**src/hw/rtl/rsgm_pkg.sv**
```systemverilog
`default_nettype none

package rsgm_pkg;

  localparam int unsigned IdW    = 8;
  localparam int unsigned SeqW   = 8;
  localparam int unsigned StatW  = 8;
  localparam int unsigned STimeW = 64;
  localparam int unsigned HTimeW = 32;
  localparam int unsigned CntW   = 32;
  localparam int unsigned HitW   = 2;

  // Operation field of a request.
  localparam logic OpRecord = 1'b0;
  localparam logic OpClear  = 1'b1;

  // Stream hit code when no stream was updated.
  localparam logic [HitW-1:0] HitNone = 2'd2;

  // Configuration register indexes and reset values.
  localparam int unsigned CfgIdxW = 1;
  localparam int unsigned CfgDataW = IdW;
  localparam logic [CfgIdxW-1:0] CfgAccelId = 1'd0;
  localparam logic [CfgIdxW-1:0] CfgGyroId  = 1'd1;
  localparam logic [IdW-1:0] AccelIdReset = 8'd1;
  localparam logic [IdW-1:0] GyroIdReset  = 8'd2;

  localparam int unsigned QueueDepth = 2;

  typedef struct packed {
    logic              operation;
    logic [IdW-1:0]    sensor_id;
    logic [SeqW-1:0]   sequence_req;
    logic [StatW-1:0]  status;
    logic [STimeW-1:0] sensor_time_us;
    logic [HTimeW-1:0] host_time_us;
  } req_t;

  typedef struct packed {
    logic [HitW-1:0]   stream_hit;
    logic [CntW-1:0]   received_count;
    logic [CntW-1:0]   gap_count;
    logic [CntW-1:0]   advance_count;
    logic [CntW-1:0]   backstep_count;
    logic [STimeW-1:0] first_sensor_time;
    logic [STimeW-1:0] last_sensor_time;
    logic [HTimeW-1:0] first_host_time;
    logic [HTimeW-1:0] last_host_time;
    logic [StatW-1:0]  last_status_byte;
    logic [SeqW-1:0]   last_sequence_number;
  } rsp_t;

  typedef enum logic [1:0] {
    CmdRecord,
    CmdClear,
    CmdIgnore
  } cmd_kind_e;

  // Classified request handed from the front end to the update engine.
  typedef struct packed {
    cmd_kind_e         kind;
    logic              sel;
    logic [SeqW-1:0]   seq;
    logic [StatW-1:0]  status;
    logic [STimeW-1:0] stime;
    logic [HTimeW-1:0] htime;
  } cmd_t;

  // Statistics kept for one stream.
  typedef struct packed {
    logic              seen;
    logic [CntW-1:0]   received;
    logic [CntW-1:0]   gaps;
    logic [CntW-1:0]   advances;
    logic [CntW-1:0]   backsteps;
    logic [STimeW-1:0] first_sensor;
    logic [STimeW-1:0] last_sensor;
    logic [HTimeW-1:0] first_host;
    logic [HTimeW-1:0] last_host;
    logic [SeqW-1:0]   last_seq;
    logic [StatW-1:0]  last_status;
  } stats_t;

endpackage

`default_nettype wire

```
**src/hw/rtl/rsgm_stream_if.sv**
```systemverilog
`default_nettype none

interface rsgm_stream_if #(
  parameter type payload_t = logic
) ();
  logic     valid;
  logic     ready;
  payload_t payload;

  modport source (output valid, output payload, input ready);
  modport sink (input valid, input payload, output ready);
endinterface

`default_nettype wire

```
**src/hw/rtl/rsgm_front.sv**
```systemverilog
`default_nettype none

module rsgm_front #(
  parameter int unsigned NUM_STREAMS = 2
) (
  input  wire logic                         clk_i,
  input  wire logic                         rst_ni,
  input  wire logic                         cfg_we_i,
  input  wire logic [rsgm_pkg::CfgIdxW-1:0] cfg_idx_i,
  input  wire logic [rsgm_pkg::CfgDataW-1:0] cfg_data_i,
  rsgm_stream_if.sink                       req_if_i,
  input  wire logic                         full_i,
  output logic                              push_o,
  output rsgm_pkg::cmd_t                    cmd_o
);
  import rsgm_pkg::*;

  logic [IdW-1:0] accel_id_q, accel_id_d;
  logic [IdW-1:0] gyro_id_q, gyro_id_d;

  always_comb begin
    accel_id_d = accel_id_q;
    gyro_id_d  = gyro_id_q;
    if (cfg_we_i) begin
      unique case (cfg_idx_i)
        CfgAccelId: accel_id_d = cfg_data_i;
        CfgGyroId:  gyro_id_d  = cfg_data_i;
        default: ;
      endcase
    end
  end

  always_ff @(posedge clk_i or negedge rst_ni) begin
    if (!rst_ni) begin
      accel_id_q <= AccelIdReset;
      gyro_id_q  <= GyroIdReset;
    end else begin
      accel_id_q <= accel_id_d;
      gyro_id_q  <= gyro_id_d;
    end
  end

  assign req_if_i.ready = !full_i;
  assign push_o         = req_if_i.valid && !full_i;

  // The accelerometer id wins when both registers hold the same value.
  always_comb begin
    cmd_o.sel    = 1'b0;
    cmd_o.seq    = req_if_i.payload.sequence_req;
    cmd_o.status = req_if_i.payload.status;
    cmd_o.stime  = req_if_i.payload.sensor_time_us;
    cmd_o.htime  = req_if_i.payload.host_time_us;
    if (req_if_i.payload.operation == OpClear) begin
      cmd_o.kind = CmdClear;
    end else if (req_if_i.payload.sensor_id == accel_id_q) begin
      cmd_o.kind = CmdRecord;
    end else if ((req_if_i.payload.sensor_id == gyro_id_q) && (NUM_STREAMS > 1)) begin
      cmd_o.kind = CmdRecord;
      cmd_o.sel  = 1'b1;
    end else begin
      cmd_o.kind = CmdIgnore;
    end
  end

endmodule

`default_nettype wire

```
**src/hw/rtl/rsgm_queue.sv**
```systemverilog
`default_nettype none

module rsgm_queue (
  input  wire logic           clk_i,
  input  wire logic           rst_ni,
  input  wire logic           push_i,
  input  wire rsgm_pkg::cmd_t push_data_i,
  output logic                full_o,
  input  wire logic           pop_i,
  output rsgm_pkg::cmd_t      pop_data_o,
  output logic                empty_o
);
  import rsgm_pkg::*;

  localparam int unsigned PtrW = (QueueDepth > 1) ? $clog2(QueueDepth) : 1;
  localparam int unsigned CntBits = $clog2(QueueDepth + 1);
  localparam logic [PtrW-1:0] LastPtr = PtrW'(QueueDepth - 1);

  cmd_t                slot_q [QueueDepth];
  logic [PtrW-1:0]     wr_ptr_q, wr_ptr_d;
  logic [PtrW-1:0]     rd_ptr_q, rd_ptr_d;
  logic [CntBits-1:0]  count_q, count_d;

  assign full_o     = (count_q == CntBits'(QueueDepth));
  assign empty_o    = (count_q == '0);
  assign pop_data_o = slot_q[rd_ptr_q];

  always_comb begin
    wr_ptr_d = wr_ptr_q;
    rd_ptr_d = rd_ptr_q;
    count_d  = count_q;
    if (push_i) begin
      wr_ptr_d = (wr_ptr_q == LastPtr) ? '0 : wr_ptr_q + 1'b1;
    end
    if (pop_i) begin
      rd_ptr_d = (rd_ptr_q == LastPtr) ? '0 : rd_ptr_q + 1'b1;
    end
    if (push_i && !pop_i) begin
      count_d = count_q + 1'b1;
    end else if (pop_i && !push_i) begin
      count_d = count_q - 1'b1;
    end
  end

  always_ff @(posedge clk_i or negedge rst_ni) begin
    if (!rst_ni) begin
      wr_ptr_q <= '0;
      rd_ptr_q <= '0;
      count_q  <= '0;
    end else begin
      wr_ptr_q <= wr_ptr_d;
      rd_ptr_q <= rd_ptr_d;
      count_q  <= count_d;
    end
  end

  always_ff @(posedge clk_i) begin
    if (push_i) begin
      slot_q[wr_ptr_q] <= push_data_i;
    end
  end

endmodule

`default_nettype wire

```
**src/hw/rtl/rsgm_back.sv**
```systemverilog
`default_nettype none

module rsgm_back #(
  parameter int unsigned NUM_STREAMS = 2
) (
  input  wire logic           clk_i,
  input  wire logic           rst_ni,
  input  wire logic           empty_i,
  input  wire rsgm_pkg::cmd_t cmd_i,
  output logic                pop_o,
  rsgm_stream_if.source       rsp_if_o
);
  import rsgm_pkg::*;

  // Only the accelerometer and gyroscope streams can ever be selected.
  localparam int unsigned NumLive = (NUM_STREAMS < 2) ? NUM_STREAMS : 2;
  localparam int unsigned IdxW = (NumLive > 1) ? $clog2(NumLive) : 1;

  stats_t          stats_q [NumLive];
  stats_t          cur, nxt;
  logic [IdxW-1:0] idx;
  logic [SeqW-1:0] diff;
  logic [STimeW-1:0] base_last;
  logic            out_valid_q;
  rsp_t            rsp_q, rsp_d;

  assign pop_o = !empty_i && (!out_valid_q || rsp_if_o.ready);
  assign idx   = IdxW'(cmd_i.sel);
  assign cur   = stats_q[idx];
  assign diff  = cmd_i.seq - cur.last_seq;

  always_comb begin
    nxt             = cur;
    nxt.seen        = 1'b1;
    nxt.received    = cur.received + 1'b1;
    nxt.last_seq    = cmd_i.seq;
    nxt.last_status = cmd_i.status;
    nxt.last_host   = cmd_i.htime;
    if (!cur.seen) begin
      nxt.first_sensor = cmd_i.stime;
      nxt.first_host   = cmd_i.htime;
      base_last        = cmd_i.stime;
    end else begin
      base_last    = cur.last_sensor;
      nxt.advances = cur.advances + CntW'(diff);
      if (diff > SeqW'(1)) begin
        nxt.gaps = cur.gaps + CntW'(diff - 1'b1);
      end
    end
    if (cmd_i.stime >= base_last) begin
      nxt.last_sensor = cmd_i.stime;
    end else begin
      nxt.last_sensor = base_last;
      nxt.backsteps   = cur.backsteps + 1'b1;
    end
  end

  always_comb begin
    rsp_d            = '0;
    rsp_d.stream_hit = HitNone;
    if (cmd_i.kind == CmdRecord) begin
      rsp_d.stream_hit           = {1'b0, cmd_i.sel};
      rsp_d.received_count       = nxt.received;
      rsp_d.gap_count            = nxt.gaps;
      rsp_d.advance_count        = nxt.advances;
      rsp_d.backstep_count       = nxt.backsteps;
      rsp_d.first_sensor_time    = nxt.first_sensor;
      rsp_d.last_sensor_time     = nxt.last_sensor;
      rsp_d.first_host_time      = nxt.first_host;
      rsp_d.last_host_time       = nxt.last_host;
      rsp_d.last_status_byte     = nxt.last_status;
      rsp_d.last_sequence_number = nxt.last_seq;
    end
  end

  always_ff @(posedge clk_i or negedge rst_ni) begin
    if (!rst_ni) begin
      for (int i = 0; i < NumLive; i++) begin
        stats_q[i] <= '0;
      end
    end else if (pop_o) begin
      if (cmd_i.kind == CmdClear) begin
        for (int i = 0; i < NumLive; i++) begin
          stats_q[i] <= '0;
        end
      end else if (cmd_i.kind == CmdRecord) begin
        stats_q[idx] <= nxt;
      end
    end
  end

  always_ff @(posedge clk_i or negedge rst_ni) begin
    if (!rst_ni) begin
      out_valid_q <= 1'b0;
    end else if (pop_o) begin
      out_valid_q <= 1'b1;
    end else if (rsp_if_o.ready) begin
      out_valid_q <= 1'b0;
    end
  end

  always_ff @(posedge clk_i) begin
    if (pop_o) begin
      rsp_q <= rsp_d;
    end
  end

  assign rsp_if_o.valid   = out_valid_q;
  assign rsp_if_o.payload = rsp_q;

endmodule

`default_nettype wire

```
**src/hw/rtl/report_stream_gap_monitor.sv**
```systemverilog
`default_nettype none

// Channel    Dir  Payload           Transfer
// req_if_i   in   rsgm_pkg::req_t   valid && ready at a rising clk_i edge
// rsp_if_o   out  rsgm_pkg::rsp_t   valid && ready at a rising clk_i edge
// cfg        in   cfg_idx_i/data_i  cfg_we_i high at a rising clk_i edge
//
// One request is taken every cycle while the queue is not full, and each
// request produces exactly one response; the rate is set by the read-modify-write
// of the per-stream statistics registers. A request is registered in the queue,
// then in the output register. rst_ni clears the statistics and restores the
// default stream ids at once, with no sweep. A stalled response holds in the
// output register while the two-entry queue keeps taking requests until it fills.

module report_stream_gap_monitor #(
  parameter int unsigned NUM_STREAMS = 2
) (
  input  wire logic                          clk_i,
  input  wire logic                          rst_ni,
  input  wire logic                          cfg_we_i,
  input  wire logic [rsgm_pkg::CfgIdxW-1:0]  cfg_idx_i,
  input  wire logic [rsgm_pkg::CfgDataW-1:0] cfg_data_i,
  rsgm_stream_if.sink                        req_if_i,
  rsgm_stream_if.source                      rsp_if_o
);
  import rsgm_pkg::*;

  // The front end compares the sensor id against the two configured ids and
  // turns each request into a record, clear or ignore command.
  logic full;
  logic push;
  cmd_t push_cmd;

  // The back end pops a command whenever its output register is free or is
  // being emptied in the same cycle, so the two sides stall independently.
  logic empty;
  logic pop;
  cmd_t pop_cmd;

  rsgm_front #(
    .NUM_STREAMS (NUM_STREAMS)
  ) u_front (
    .clk_i      (clk_i),
    .rst_ni     (rst_ni),
    .cfg_we_i   (cfg_we_i),
    .cfg_idx_i  (cfg_idx_i),
    .cfg_data_i (cfg_data_i),
    .req_if_i   (req_if_i),
    .full_i     (full),
    .push_o     (push),
    .cmd_o      (push_cmd)
  );

  rsgm_queue u_queue (
    .clk_i       (clk_i),
    .rst_ni      (rst_ni),
    .push_i      (push),
    .push_data_i (push_cmd),
    .full_o      (full),
    .pop_i       (pop),
    .pop_data_o  (pop_cmd),
    .empty_o     (empty)
  );

  // Statistics for the selected stream are updated and the response is
  // built from the updated values in the same cycle.
  rsgm_back #(
    .NUM_STREAMS (NUM_STREAMS)
  ) u_back (
    .clk_i    (clk_i),
    .rst_ni   (rst_ni),
    .empty_i  (empty),
    .cmd_i    (pop_cmd),
    .pop_o    (pop),
    .rsp_if_o (rsp_if_o)
  );

endmodule

`default_nettype wire

```
**src/flat_wrapper.sv**
```systemverilog
// flat-port wrapper written by rule: the top's interface ports become plain ports
module report_stream_gap_monitor_flat import rsgm_pkg::*;
#(
  parameter int unsigned NUM_STREAMS = 2
)
  (clk_i, rst_ni, cfg_we_i, cfg_idx_i, cfg_data_i, req_if_i_valid, req_if_i_payload, req_if_i_ready, rsp_if_o_valid, rsp_if_o_payload, rsp_if_o_ready);
  rsgm_stream_if #(.payload_t(req_t)) req_if_i_i ();
  rsgm_stream_if #(.payload_t(rsp_t)) rsp_if_o_i ();
  input  wire logic clk_i;
  input  wire logic rst_ni;
  input  wire logic cfg_we_i;
  input  wire logic [rsgm_pkg::CfgIdxW-1:0] cfg_idx_i;
  input  wire logic [rsgm_pkg::CfgDataW-1:0] cfg_data_i;
  input wire logic [$bits(req_if_i_i.valid)-1:0] req_if_i_valid;
  input wire logic [$bits(req_if_i_i.payload)-1:0] req_if_i_payload;
  output wire logic [$bits(req_if_i_i.ready)-1:0] req_if_i_ready;
  output wire logic [$bits(rsp_if_o_i.valid)-1:0] rsp_if_o_valid;
  output wire logic [$bits(rsp_if_o_i.payload)-1:0] rsp_if_o_payload;
  input wire logic [$bits(rsp_if_o_i.ready)-1:0] rsp_if_o_ready;
  assign req_if_i_i.valid = req_if_i_valid;
  assign req_if_i_i.payload = req_if_i_payload;
  assign req_if_i_ready = req_if_i_i.ready;
  assign rsp_if_o_valid = rsp_if_o_i.valid;
  assign rsp_if_o_payload = rsp_if_o_i.payload;
  assign rsp_if_o_i.ready = rsp_if_o_ready;
  report_stream_gap_monitor #(.NUM_STREAMS(NUM_STREAMS)) u_core (.clk_i(clk_i), .rst_ni(rst_ni), .cfg_we_i(cfg_we_i), .cfg_idx_i(cfg_idx_i), .cfg_data_i(cfg_data_i), .req_if_i(req_if_i_i), .rsp_if_o(rsp_if_o_i));
endmodule
```
**config.mk**
```make
export PLATFORM = sky130hd
export DESIGN_NAME = report_stream_gap_monitor_flat
export DESIGN_NICKNAME = d
export VERILOG_FILES = /design/src/hw/rtl/rsgm_pkg.sv /design/src/hw/rtl/rsgm_stream_if.sv /design/src/hw/rtl/rsgm_front.sv /design/src/hw/rtl/rsgm_queue.sv /design/src/hw/rtl/rsgm_back.sv /design/src/hw/rtl/report_stream_gap_monitor.sv /design/src/flat_wrapper.sv
export SDC_FILE = /design/constraint.sdc
export NUM_CORES = 2
export LEC_CHECK = 0
export ABC_AREA = 1
export BUFFER_PORTS_ARGS = -buffer_cell sky130_fd_sc_hd__buf_2
export CAP_MARGIN = 10
export CORE_ASPECT_RATIO = 1.1
export CORE_MARGIN = 5
export CORE_UTILIZATION = 60
export CTS_BUF_LIST = sky130_fd_sc_hd__clkbuf_4 sky130_fd_sc_hd__clkbuf_8 sky130_fd_sc_hd__clkbuf_16
export DETAILED_ROUTE_END_ITERATION = 8
export GPL_ROUTABILITY_DRIVEN = 0
export PLACE_DENSITY = 0.84
export SLEW_MARGIN = 30
export SYNTH_ARGS = -nofsm -noshare
export SYNTH_HDL_FRONTEND = slang
export SYNTH_HIERARCHICAL = 1
export SYNTH_SLANG_ARGS = --single-unit
```
**constraint.sdc**
```tcl
create_clock -name clk_i -period 26.8 [get_ports clk_i]
set_input_delay 5.36 -clock clk_i [delete_from_list [all_inputs] [get_ports clk_i]]
set_output_delay 5.36 -clock clk_i [all_outputs]
set_load 0.005 [all_outputs]
```
==> results.sh <==
export IMPL_ctsHoldBuffers=0
export IMPL_leakage_nw=28.5
export IMPL_drc=0
export IMPL_synth_main_ff_cell="dfrtp_1"
export IMPL_worstSetupEndpointType="flip-flop"
export IMPL_clk_latency_ns=0.71
export IMPL_yosysMostFrequentCell="nand2_1"
export IMPL_period_needed_ns=9.74
export IMPL_yosysTopAreaCell="edfxtp_1"
export IMPL_synth_common_cells="1268 x nand2_1, 690 x o21ai_0, 640 x inv_1"
export IMPL_grt_pass1_wl_mm=244
export IMPL_worstPathRequired_ns=27.23
export IMPL_max_cap_viol_count=0
export IMPL_finalClockSkew_ns=0.0456
export IMPL_cts_buffers=113
export IMPL_die_h_um=333
export IMPL_grt_overflow_total=0
export IMPL_firstDrtPassIters=8
export IMPL_ys_types=60
export IMPL_power_w=0.00879
export IMPL_area_growth_pct=10.9
export IMPL_rsz0062_at_grt="false"
export IMPL_wl_mm=156
export IMPL_synth_nets=6292
export IMPL_grt_pass1_vias=44500
export IMPL_crit_type="reg -> reg"
export IMPL_holdWs_ns=0.473
export IMPL_post_synth_top_area_fraction=0.300
export IMPL_dieArea_um2=101000
export IMPL_grt_max_degree=168
export IMPL_fin_util=0.670
export IMPL_drt_iter0_drc=5179
export IMPL_synthArstFlopShare=0.520
export IMPL_htreeDepth=3
export IMPL_synth_cells=6040
export IMPL_worst_pin_slew_ns=1.04
export IMPL_num_vias=45200
export IMPL_syn_avg_cell_area_um2=9.42
export IMPL_cts_root_buf="clkbuf_16"
export IMPL_antenna_found_initial=19
export IMPL_peakVddDrop_uv=128
export IMPL_core_area_um2=94200
export IMPL_cts_tree="built"
export IMPL_path_clk_slew_ns=0.07
export IMPL_hold_class="reg -> reg"
export IMPL_numPortBuffers=474
export IMPL_detail_route_wl_per_cell_um=20.5
export IMPL_synth_edf_count=568
export IMPL_finalCritPeriodShare=0.363
export IMPL_grt_usage=0.298
export IMPL_path_max_fanout=167
export IMPL_setup_violations_final=0
export IMPL_hold_violations=0
export IMPL_yosysSeqAreaShare=0.570
export IMPL_slew_viol_final=0
export IMPL_ant_nets=0
export IMPL_drive_gt1_frac=0.151
export IMPL_outcome="finished, final reports clean"
export IMPL_drt_vias_per_instance=5.95
export IMPL_final_setup_tns_ns=0
export IMPL_ys_seq_elements=1183
export IMPL_io_pins=475
export IMPL_start_kind="flip-flop"
export IMPL_powerDensity_nw_per_um2=139
export IMPL_yosysWarnings=6
export IMPL_postCtsSetupBuffers=0
export IMPL_max_freq_ghz=0.103
export IMPL_rows=118
export IMPL_post_cts_resized=0
export IMPL_synthesis_area_um2=56900
export IMPL_slew_headroom=0.307
export IMPL_arrival_ns=10.17
export IMPL_cts_sinks=1183
export IMPL_synthTopCellsByArea="edfxtp_1 30%, dfrtp_1 27%, nand2_1 8.4%"
export IMPL_clockBufferDepth=3
export IMPL_fin_nets=6487
export IMPL_dpl_hpwl_mm=96.1
export IMPL_die_x_um=304
export IMPL_initial_core_util=0.604
-- path summary, 6_finish.rpt --
kind / slack (ns) / depth (start not counted) / end / from
worst max-delay path: 17.06 / 21 / u_core/u_back/rsp_if_o.payload[238] / u_core/u_queue/rd_ptr_q
worst min-delay path: 0.47 / 1 / u_core/u_back/stats_q[304] / u_core/u_back/stats_q[304]
worst max register to register: 17.06 / 21 / u_core/u_back/rsp_if_o.payload[238] / u_core/u_queue/rd_ptr_q
worst min register to register: 0.47 / 1 / u_core/u_back/stats_q[304] / u_core/u_back/stats_q[304]
max in group asynchronous: 19.92 / 4 / u_core/u_back/stats_q[211] / rst_ni
min in group asynchronous: 4.69 / 1 / u_core/u_back/stats_q[616] / rst_ni
-- state kept, by name (all words and copies together), names as in the netlist --
| signal | cells |
|---|---|
| u_core/u_queue/count_q | 2 |
| u_core/u_back/stats_q | 594 |
| u_core/u_queue/rd_ptr_q | 1 |
| u_core/u_front/accel_id_q | 8 |
| u_core/u_front/gyro_id_q | 8 |
| u_core/u_back/rsp_if_o.payload | 338 |
| u_core/u_queue/wr_ptr_q | 1 |
| u_core/u_back/rsp_if_o.valid | 1 |
| u_core/u_queue/slot_q | 230 |
-- critical path: stages (launching register included) --
cell	delay, ns
dfrtp_4	0.86
mux2_8	0.74
buf_4	0.79
nand2_1	0.20
inv_4	0.53
a21oi_4	0.10
inv_8	0.59
buf_6	0.67
o21ai_0	0.21
o22ai_1	0.18
inv_1	0.08
ha_1	0.31
nand4_1	0.13
nor3_1	0.21
and3_1	0.37
and3_1	0.37
nand4_4	0.73
nand3_4	0.78
buf_4	0.84
nand2_1	0.24
nand2_1	0.16
nor2_1	0.05
-- cell families (layout without fill, tap and decap cells) --
family          Yosys count  count (layout)  synth area share
buf+inv                1090            1385            0.0831
fa+ha+maj               117             117            0.0261
simple gates           2173            2173             0.157
flops                  1183            1183             0.570
compound gates         1233            1233             0.117
mux                     126             126            0.0273
other cells               0              11                 0
xor+xnor                118             118            0.0184
-- layout make-up --
cell class	count	area (um^2)
inverters	648	2480
well taps	1260	1580
multi-input cells	3767	19900
repair buffers	522	2860
flip-flops and latches	1183	32500
clock inverters	59	678
diodes	11	27.5
clock buffers	156	3210
fillers	7104	31100
-- per-stage QoR --
stage               worst slack [ns]  area [um^2]  instances
global route                   16.80        63100       7600
CTS                            17.02        63000       7592
floorplan                       1.20        56900       6040
finish                         17.06        63100       7606
detailed placement             17.09        59100       7377
global placement               17.18        59100       7377
-- where the power goes --
group	total (W)	switching, W	internal, W
Clock	0.00165	0.000711	0.000936
Sequential	0.00304	0.000320	0.00272
Combinational	0.00411	0.00282	0.00129
Total	0.00879	0.00385	0.00494
-- placed cells by master, fill, tap and decap left out, types with 25 or more instances in the layout --
cell type / count
o22ai_1: 227
nand3_1: 105
o21ai_1: 77
nand4_1: 122
or2_2: 36
o211ai_1: 36
nor2_1: 553
clkbuf_16: 113
nor3_1: 25
nand2_1: 1266
ha_1: 114
clkbuf_4: 33
inv_1: 635
mux2_2: 74
o21ai_0: 690
xor2_1: 69
buf_4: 36
buf_2: 473
dfrtp_1: 612
mux2_4: 40
a21oi_1: 152
xnor2_1: 47
edfxtp_1: 568
-- metal layers --
layer | up-vias | share of wire | global-route usage
met4 | 8 | 0.047 | 0.132
li1 | 20400 | - | -
met3 | 461 | 0.099 | 0.0600
met2 | 2628 | 0.47 | 0.486
met5 | - | 0.00033 | 0
met1 | 21700 | 0.38 | 0.391
No activity file was read; power rests on OpenSTA's default activity.
